**config.mk**
```make
export PLATFORM = sky130hd
export DESIGN_NAME = timer_pool_tick_expire
export DESIGN_NICKNAME = d
export VERILOG_FILES = /design/src/hw/rtl/tpte_pkg.sv /design/src/hw/rtl/timer_pool_tick_expire.sv /design/src/hw/rtl/tpte_cell.sv /design/src/hw/rtl/tpte_head.sv
export SDC_FILE = /design/constraint.sdc
export NUM_CORES = 2
export LEC_CHECK = 0
export ABC_CLOCK_PERIOD_IN_PS = 66800
export BUFFER_PORTS_ARGS = -buffer_cell sky130_fd_sc_hd__buf_4
export CAP_MARGIN = 20
export CORE_AREA = 2 2 272 542
export DETAILED_ROUTE_END_ITERATION = 7
export DIE_AREA = 0 0 274 544
export PLACE_DENSITY = 0.71
export SYNTH_ARGS = -nofsm -noshare
export SYNTH_HDL_FRONTEND = slang
export SYNTH_HIERARCHICAL = 1
export SYNTH_SLANG_ARGS = --single-unit
```
**constraint.sdc**
```tcl
create_clock -name clk -period 66.8 [get_ports clk]
set_input_delay 3.34 -clock clk [delete_from_list [all_inputs] [get_ports clk]]
set_output_delay 3.34 -clock clk [all_outputs]
set_load 0.02 [all_outputs]
```
**src/hw/rtl/tpte_pkg.sv**
```systemverilog
// Package: types, codes and constants shared by the timer pool modules.
`timescale 1ns / 1ps
`default_nettype none

package tpte_pkg;

    localparam int SLOTS     = 16;
    localparam int TICK_STEP = 1;
    localparam int CNT_W     = (SLOTS > 1) ? $clog2(SLOTS) : 1;

    // func codes of a command beat
    localparam logic [1:0] FUNC_REGISTER = 2'd0;
    localparam logic [1:0] FUNC_CLEAR    = 2'd1;
    localparam logic [1:0] FUNC_TICK     = 2'd2;
    // spare code: taken and dropped without any result
    localparam logic [1:0] FUNC_UNUSED   = 2'd3;

    // kind codes of a result beat
    localparam logic [2:0] KIND_REGISTERED = 3'd0;
    localparam logic [2:0] KIND_FULL       = 3'd1;
    localparam logic [2:0] KIND_CLEARED    = 3'd2;
    localparam logic [2:0] KIND_FIRED      = 3'd3;
    localparam logic [2:0] KIND_TICK_DONE  = 3'd4;

    typedef struct packed {
        logic [1:0]  func;
        logic [30:0] limit_count;
        logic [30:0] start_count;
        logic [7:0]  handler;
        logic [31:0] tag;
        logic [31:0] target_id;
    } req_t;

    typedef struct packed {
        logic [2:0]  kind;
        logic [31:0] timer_id;
        logic [7:0]  fired_handler;
        logic [31:0] fired_tag;
        logic        last;
    } rsp_t;

    typedef struct packed {
        logic        live;
        logic [31:0] id;
        logic [30:0] limit;
        logic [31:0] elapsed;
        logic [7:0]  handler;
        logic [31:0] tag;
    } entry_t;

    typedef struct packed {
        logic hit;
        logic fire;
    } head_evt_t;

    typedef enum logic [1:0] {
        ST_IDLE,
        ST_SCAN,
        ST_DONE
    } state_t;

endpackage

`default_nettype wire

```
**src/hw/rtl/timer_pool_tick_expire.sv**
```systemverilog
// Top level of the timer pool: ring of timer cells, head unit and sequencer.
//
// Usage:
//   A command beat (req) is taken at a rising edge with start high and busy
//   low. func selects register, clear or tick; func code 3 is dropped and
//   gives no result. Results appear on rsp for exactly one cycle, marked by
//   strobe; the receiver cannot stall them, so every strobed beat must be
//   captured. rsp.last marks the final beat of a command.
//
//   Timers live in a ring of SLOTS cells. Every command other than the spare
//   code rotates the ring once round, one cell per cycle, so each slot passes
//   the head unit in slot-index order. busy stays high through the rotation
//   and the closing state, and the closing beat sits on rsp in the cycle after
//   that; a new command is not taken before the previous one has closed.
//   Fired beats of a tick come out in the cycle after the slot passes the
//   head, one per cycle at most, and the done beat follows. busy drops in the
//   cycle the closing beat is strobed, so the next command may start then.
//
//   Reset clears every live bit (empty pool), the id counter and the
//   sequencer; no clearing pass is needed.
`timescale 1ns / 1ps
`default_nettype none

module timer_pool_tick_expire (
    input  wire logic            clk,
    input  wire logic            rst_n,
    input  wire logic            start,
    output logic                 busy,
    input  wire tpte_pkg::req_t  req,
    output logic                 strobe,
    output tpte_pkg::rsp_t       rsp
);
    import tpte_pkg::*;

    state_t           state_reg, state_next;
    logic [CNT_W-1:0] cnt_reg, cnt_next;
    logic             found_reg, found_next;
    logic [31:0]      next_id_reg, next_id_next;
    req_t             cmd_reg;
    logic             strobe_reg, strobe_next;
    rsp_t             rsp_reg, rsp_next;

    logic             shift;
    logic             accept;
    entry_t           chain [SLOTS];
    entry_t           head_out;
    head_evt_t        evt;

    assign accept = start && (state_reg == ST_IDLE);
    assign busy   = (state_reg != ST_IDLE);
    assign shift  = (state_reg == ST_SCAN);
    assign strobe = strobe_reg;
    assign rsp    = rsp_reg;

    // Ring: each cell takes from its upper neighbor; the top cell takes the
    // entry that the head unit has just worked on out of cell zero.
    for (genvar g = 0; g < SLOTS; g++)
    begin : g_cell
        entry_t cell_in;
        if (g == SLOTS - 1)
        begin : g_top
            assign cell_in = head_out;
        end
        else
        begin : g_mid
            assign cell_in = chain[g+1];
        end
        tpte_cell u_cell (
            .clk   (clk),
            .rst_n (rst_n),
            .shift (shift),
            .din   (cell_in),
            .dout  (chain[g])
        );
    end

    tpte_head u_head (
        .cmd     (cmd_reg),
        .found   (found_reg),
        .next_id (next_id_reg),
        .din     (chain[0]),
        .dout    (head_out),
        .evt     (evt)
    );

    // Hold the command for the whole rotation.
    always_ff @(posedge clk)
    begin
        if (accept)
        begin
            cmd_reg <= req;
        end
    end

    always_ff @(posedge clk or negedge rst_n)
    begin
        if (!rst_n)
        begin
            state_reg   <= ST_IDLE;
            cnt_reg     <= '0;
            found_reg   <= 1'b0;
            next_id_reg <= '0;
            strobe_reg  <= 1'b0;
        end
        else
        begin
            state_reg   <= state_next;
            cnt_reg     <= cnt_next;
            found_reg   <= found_next;
            next_id_reg <= next_id_next;
            strobe_reg  <= strobe_next;
        end
    end

    always_ff @(posedge clk)
    begin
        rsp_reg <= rsp_next;
    end

    always_comb
    begin
        state_next   = state_reg;
        cnt_next     = cnt_reg;
        found_next   = found_reg;
        next_id_next = next_id_reg;
        strobe_next  = 1'b0;
        rsp_next     = rsp_reg;
        unique case (state_reg)
            ST_IDLE:
            begin
                // the spare func code is taken and dropped without a result
                if (accept && req.func != FUNC_UNUSED)
                begin
                    state_next = ST_SCAN;
                    cnt_next   = '0;
                    found_next = 1'b0;
                end
            end
            ST_SCAN:
            begin
                found_next = found_reg | evt.hit;
                // emit a fired beat straight from the head unit
                if (evt.fire)
                begin
                    strobe_next            = 1'b1;
                    rsp_next.kind          = KIND_FIRED;
                    rsp_next.timer_id      = chain[0].id;
                    rsp_next.fired_handler = chain[0].handler;
                    rsp_next.fired_tag     = chain[0].tag;
                    rsp_next.last          = 1'b0;
                end
                if (cnt_reg == CNT_W'(SLOTS - 1))
                begin
                    state_next = ST_DONE;
                    cnt_next   = '0;
                end
                else
                begin
                    cnt_next = cnt_reg + 1'b1;
                end
            end
            ST_DONE:
            begin
                // closing beat of the command
                state_next             = ST_IDLE;
                strobe_next            = 1'b1;
                rsp_next.timer_id      = '0;
                rsp_next.fired_handler = '0;
                rsp_next.fired_tag     = '0;
                rsp_next.last          = 1'b1;
                unique case (cmd_reg.func)
                    FUNC_REGISTER:
                    begin
                        if (found_reg)
                        begin
                            rsp_next.kind     = KIND_REGISTERED;
                            rsp_next.timer_id = next_id_reg;
                            next_id_next      = next_id_reg + 32'd1;
                        end
                        else
                        begin
                            rsp_next.kind = KIND_FULL;
                        end
                    end
                    FUNC_CLEAR:
                    begin
                        rsp_next.kind     = KIND_CLEARED;
                        rsp_next.timer_id = cmd_reg.target_id;
                    end
                    default:
                    begin
                        rsp_next.kind = KIND_TICK_DONE;
                    end
                endcase
            end
            default:
            begin
                state_next = ST_IDLE;
            end
        endcase
    end

    // A closing beat only ever follows the closing state.
    a_last_from_done: assert property (@(posedge clk) disable iff (!rst_n)
        strobe && rsp.last |-> $past(state_reg == ST_DONE))
        else $error("closing beat outside the closing state");

    // busy drops exactly when the closing beat is strobed.
    a_busy_fall: assert property (@(posedge clk) disable iff (!rst_n)
        $fell(busy) |-> strobe && rsp.last)
        else $error("busy fell without a closing beat");

    // Beats that do not close a command are fired timers.
    a_mid_fired: assert property (@(posedge clk) disable iff (!rst_n)
        strobe && !rsp.last |-> rsp.kind == KIND_FIRED)
        else $error("non-closing beat is not a fired timer");

    // The rotation counter rests at zero outside a scan.
    a_cnt_idle: assert property (@(posedge clk) disable iff (!rst_n)
        state_reg != ST_SCAN |-> cnt_reg == '0)
        else $error("rotation counter not at rest");

endmodule

`default_nettype wire

```
**src/hw/rtl/tpte_cell.sv**
```systemverilog
// One timer cell of the rotating ring: holds an entry, takes its neighbor's on shift.
`timescale 1ns / 1ps
`default_nettype none

module tpte_cell (
    input  wire logic            clk,
    input  wire logic            rst_n,
    input  wire logic            shift,
    input  wire tpte_pkg::entry_t din,
    output tpte_pkg::entry_t     dout
);
    import tpte_pkg::*;

    logic        live_reg;
    entry_t      data_reg;

    // live bit clears at reset: the pool starts empty
    always_ff @(posedge clk or negedge rst_n)
    begin
        if (!rst_n)
        begin
            live_reg <= 1'b0;
        end
        else if (shift)
        begin
            live_reg <= din.live;
        end
    end

    always_ff @(posedge clk)
    begin
        if (shift)
        begin
            data_reg <= din;
        end
    end

    always_comb
    begin
        dout      = data_reg;
        dout.live = live_reg;
    end

endmodule

`default_nettype wire

```
**src/hw/rtl/tpte_head.sv**
```systemverilog
// Head unit: applies the current command to the entry leaving cell zero.
`timescale 1ns / 1ps
`default_nettype none

module tpte_head (
    input  wire tpte_pkg::req_t    cmd,
    input  wire logic              found,
    input  wire logic [31:0]       next_id,
    input  wire tpte_pkg::entry_t  din,
    output tpte_pkg::entry_t       dout,
    output tpte_pkg::head_evt_t    evt
);
    import tpte_pkg::*;

    logic [32:0] sum;
    logic [31:0] elapsed_sat;

    always_comb
    begin
        sum         = {1'b0, din.elapsed} + 33'(TICK_STEP);
        elapsed_sat = sum[32] ? 32'hFFFF_FFFF : sum[31:0];
        dout        = din;
        evt         = '0;
        unique case (cmd.func)
            FUNC_REGISTER:
            begin
                // take the first free slot on the way round
                if (!found && !din.live)
                begin
                    dout.live    = 1'b1;
                    dout.id      = next_id;
                    dout.limit   = cmd.limit_count;
                    dout.elapsed = {1'b0, cmd.start_count};
                    dout.handler = cmd.handler;
                    dout.tag     = cmd.tag;
                    evt.hit      = 1'b1;
                end
            end
            FUNC_CLEAR:
            begin
                if (!found && din.live && din.id == cmd.target_id)
                begin
                    dout.live = 1'b0;
                    evt.hit   = 1'b1;
                end
            end
            FUNC_TICK:
            begin
                if (din.live)
                begin
                    dout.elapsed = elapsed_sat;
                    if (elapsed_sat >= {1'b0, din.limit})
                    begin
                        dout.live = 1'b0;
                        evt.fire  = 1'b1;
                    end
                end
            end
            default:
            begin
                dout = din;
            end
        endcase
    end

endmodule

`default_nettype wire
```
**Word-level counts from Yosys, hierarchy flattened**

Cells that the tools add are included.

- Output and inout port bits: 78
- Word-level logic and storage cells: 175
- Bits in registers: 2428

- Order comparisons: 1
- Muxes and demuxes: 32
- Add/sub/neg operators: 3
- Bitwise operators: 1
- Equal/unequal tests: 10
- Reduce and logical (&&, ||, !) cells: 16

Operators by type and width:

| cell | number |
|---|---|
| $pmux W76 S2 | 1 |
| $mux W136 | 1 |
| $pmux W32 S2 | 2 |
| $mux W32 | 3 |
| $mux W76 | 1 |
| $mux W63 | 1 |
| $mux W40 | 1 |
| $add A32 B1 Y33 const B | 1 |
| $add A32 B1 Y32 const B | 1 |
| $eq A32 B32 Y1 | 1 |
| $ge A32 B31 Y1 | 1 |
| $mux W1 | 11 |
| $mux W4 | 2 |
| $pmux W4 S2 | 1 |
| $ne A2 B2 Y1 const B | 3 |
| $pmux W1 S2 | 3 |
| $pmux W3 S2 | 1 |
| $reduce_and A2 Y1 | 3 |
| $reduce_bool A2 Y1 | 3 |
| $logic_and A1 B1 Y1 | 5 |
| $add A4 B1 Y4 const B | 1 |
| $eq A2 B1 Y1 const B | 2 |
| $eq A2 B2 Y1 const B | 2 |
| $eq A4 B4 Y1 const B | 1 |
| 8 further kinds | 11 |

**Longest topological paths before layout**

- Word-level depth: 8
- Depth in mapped cells: 19

**Modules after synthesis**

Netlist, hierarchy kept.

By module, submodules not included:

| module | area an instance (sq um) | cells an instance | times used | sequential area each (sq um) |
|---|---|---|---|---|
| tpte_cell | 4101.4 | 138 | 16 | 4078.9 |
| timer_pool_tick_expire | 9429.0 | 588 | 1 | 7367.1 |
| tpte_head | 4078.9 | 608 | 1 | 0.0 |

**Least setup slack after synthesis**

Ideal clock, no wire load.

- Kind: flip-flop to flip-flop
- Start point: register state_reg[0]
- End point: register g_cell[0].u_cell.live_reg
- Path buffers: 0
- Setup time: 225 ps
- Arrival time: 55272 ps
- Path slack: 11303 ps
- Required time: 66575 ps
- Stages on the path, launching flop included: 3
- Clock period less this slack: 55497 ps
- Cell sequence: dfrtp_1 > ha_1 > mux2_4

- Cells in the longest elaborated chain, start to end: 1

Ends and longest elaborated chain:

| element | RTL line | text |
|---|---|---|
| from (decl) | timer_pool_tick_expire.sv:35 | `state_t state_reg, state_next;` |
| from (signal assigned) | timer_pool_tick_expire.sv:107 | `state_reg <= state_next;` |
| $eq A2 B1 Y1 | timer_pool_tick_expire.sv:51 | `assign shift = (state_reg == ST_SCAN);` |
| net shift | timer_pool_tick_expire.sv:43 | `logic shift;` |
| to (signal assigned) | tpte_cell.sv:26 | `live_reg <= din.live;` |
| to (decl) | tpte_cell.sv:14 | `logic live_reg;` |

The timed path passes the listed nets, and every way through them passes these cells.
A chain may end at the register's enable or synchronous reset.

**Final worst setup path**

- Start point: register state_reg[1]
- End point: register g_cell[2].u_cell.data_reg (netlist bit g_cell[2].u_cell/dout[50]) (enable)

- Cells in the longest elaborated chain, start to end: 1

Ends and longest elaborated chain:

| element | RTL line | text |
|---|---|---|
| $eq A2 B1 Y1 | timer_pool_tick_expire.sv:51 |  |
| net shift | timer_pool_tick_expire.sv:43 |  |
| to (signal assigned) | tpte_cell.sv:34 | `data_reg <= din;` |
| to (decl) | tpte_cell.sv:15 | `entry_t data_reg;` |

The timed path passes the listed nets, and every way through them passes these cells.

==> run_results.csv <==
group,metric,value,unit
route,routed_wl,130600,µm
pwr,peakVddDrop,39.87,µV
clock_network,clock_path_buffers,4,
route,first_pass_iters,5,
place,place.gp.congestion,0.8668,
place,dp_hpwl,74470,µm
critical_path,arrival,6.35,ns
timing,worst_hold_slack,0.3964,ns
critical_path,start_kind,"register",
global_routing,grt_max_degree,234,
floorplanning,fp.dieH,544,µm
critical_path,startpoint,"state_reg[1]$_DFFE_PN0P_",
clock_network,clock_sinks,2428,
yosys,synth_ff_type,"edfxtp_1",
clock_network,ctsResizeCount,0,
route,vias,31430,
timing,finalCriticalPeriod,5.945,ns
global_routing,grt_pass1_wl,192900,µm
route,wl_per_cell,22.38,µm
timing,fin_crit_sh,8.900,%
final_layout,area_growth_syn_to_layout,13.33,%
route,ant_nets,0,
final_layout,final_common_cell,"edfxtp_1",
clock_network,htreeDepth,4,
timing,relSlewSlack,23.24,%
timing,slew_viol_final,0,
route,drc_errors,0,
critical_path,required,67.21,ns
hold_path,hold_class,"register to register",
clock_network,cts_hold_buf,0,
job,max_cap_violations,0,
pwr,finalPower,4.469,mW
run_status,run_status,"finished, final reports clean",
yosys,synth_edf_count,2372,
yosys,synth_nets,3581,
clock_network,clk_pin_slew,0.07,ns
yosys,synth-async-reset-ratio,2.306,%
clock_network,cts_tree,"yes",
final_layout,fin_nets,3953,
final_layout,fill_cells,9828,
hold_path,min_from,"g_cell[12].u_cell/dout[48]$_DFFE_PP_",
timing,fmax,0.1682,GHz
final_layout,largest_register_ffs,2160,
clock_network,root_buffer,"clkbuf_16",
final_layout,most-common-layout-cells,"2,372 x edfxtp_1, 244 x buf_4, 203 x clkbuf_16, 100 x nand2_1, 75 x inv_1",
critical_path,criticalPathCategory,"register to register",
route,wl_met1,56060,µm
floorplanning,fp-row-count,198,
yosys,yosys.area.top_type,"edfxtp_1",
yosys,ys_seq_area_share,91.78,%
global_routing,grt_pass1_vias,31110,
clock_network,cts_made_buffers,200,
timing,tightest_slew,1.151,ns
timing,fin_tns_setup,0,ns
route,dr_wl_met2,62220,µm
route,met3_length,6525,µm
critical_path,cp_max_fo,189,
yosys,synthTopCellsByArea,"edfxtp_1 90%, dfrtp_1 1.8%, mux2_2 1.1%",
yosys,synthCells,3404,
yosys,syn-cell-area,79130,µm²
critical_path,crit_path_end_kind,"register",
global_routing,grt.total_usage,17.50,%
floorplanning,dieWidth,274,µm
floorplanning,ios,217,
route,routed.top_layer,"met4",
yosys,ys_ff_latch,2428,
route,drt-initial-drc-count,2874,
critical_path,reg2reg_from,"state_reg[1]$_DFFE_PN0P_",
timing,fin_skew,0.05294,ns
yosys,syn-mean-instance-area,23.25,µm²
floorplanning,start_util,54.51,%
yosys,synth_top_area_share,90.01,%
floorplanning,die_area,149100,µm²
yosys,ys_warn_count,6,
yosys,synth_cell_type_count,68,
global_routing,overflow,0,
final_layout,drive_gt1_share,16.91,%
route,avgViaCountPerCell,5.387,
pwr,leakage,30.24,nW
timing,setup_violations,0,
clock_network,postCtsSetupBuffers,0,
clock_network,insertion_delay,0.81,ns
pwr,power-per-cell-area,49.83,nW/µm²
timing,hold_violations,0,
timing,rsz0062_at_grt,"no",
global_routing,antenna_found_initial,6,
place,io_buffers,216,
floorplanning,core_area,145200,µm²
## final timing paths
kind | end | slack [ns] | cells after the start
worst max-delay path | g_cell[2].u_cell/dout[50]$_DFFE_PP_ | 60.86 | 8
max in group asynchronous | g_cell[2].u_cell/live_reg$_DFFE_PN0P_ | 63.58 | 1
min in group asynchronous | next_id_reg[14]$_DFFE_PN0P_ | 2.60 | 1
worst min-delay path | g_cell[11].u_cell/dout[48]$_DFFE_PP_ | 0.40 | 0
worst max register to register | g_cell[2].u_cell/dout[50]$_DFFE_PP_ | 60.86 | 8
worst min register to register | g_cell[11].u_cell/dout[48]$_DFFE_PP_ | 0.40 | 0
## final cells by class
class	count	area [µm²]	area share, %
Sequential cell	2428	72630	80.99
Multi-Input combinational cell	817	5837	6.509
Clock buffer	238	5241	5.845
Tap cell	1900	2377	2.651
Timing Repair Buffer	254	2054	2.291
Clock inverter	120	1251	1.395
Inverter	75	281.5	0.3139
Antenna cell	2	5.005	0.005581
## per-layer routing
| metal | GRT usage [%] | vias up |
|---|---|---|
| li1 | - | 14140 |
| met3 | 2.532 | 284 |
| met2 | 27.32 | 965 |
| met5 | 0 | - |
| met1 | 24.88 | 16040 |
| met4 | 7.870 | 0 |
## per-stage QoR
| stage | cell area [µm²] | std cells | worst slack (ns) | utilization, % |
|---|---|---|---|---|
| 2_1_floorplan | 79130 | 3404 | 11.30 | - |
| 3_3_place_gp | 83100 | 5471 | 60.84 | 57.24 |
| 3_5_place_dp | 83100 | 5471 | 60.55 | 57.24 |
| 4_1_cts | 89590 | 5829 | 60.63 | 61.71 |
| 5_1_grt | 89670 | 5833 | 60.27 | 61.77 |
| 6_report | 89680 | 5834 | 60.86 | 61.77 |
## power breakdown
| part | internal, mW | switching, mW |
|---|---|---|
| clock | 0.646 | 0.523 |
| sequential | 2.54 | 0.194 |
| combinational | 0.128 | 0.438 |
## worst max-delay path, cell delays in order (launching register included)
cell and delay (ns):
dfrtp_1 0.42, inv_1 0.16, ha_4 0.73, buf_4 0.70, buf_12 0.77, buf_4 0.59
buf_16 0.31, buf_4 0.77, buf_4 0.90
## Yosys cell counts, types with 36 or more instances
cell type,n
a21oi_1,71
and3_1,49
clkbuf_1,36
dfrtp_1,56
edfxtp_1,2372
ha_1,38
inv_1,75
mux2_2,75
nand2_1,100
nand3_1,39
nor2_1,36
nor2b_1,46
o21ai_0,53
xnor2_1,44
xor2_1,38
## cells by family (layout without fill, tap and decap cells)
family | after synthesis | count (layout) | synth area share [%]
simple gates | 358 | 358 | 2.482
buf+inv | 159 | 687 | 0.8886
fa+ha+maj | 38 | 38 | 0.6009
compound gates | 244 | 244 | 1.915
other cells | 0 | 2 | 0
mux | 95 | 95 | 1.421
flops | 2428 | 2428 | 91.78
xor+xnor | 82 | 82 | 0.9076
No activity file was read; power rests on OpenSTA's default activity.
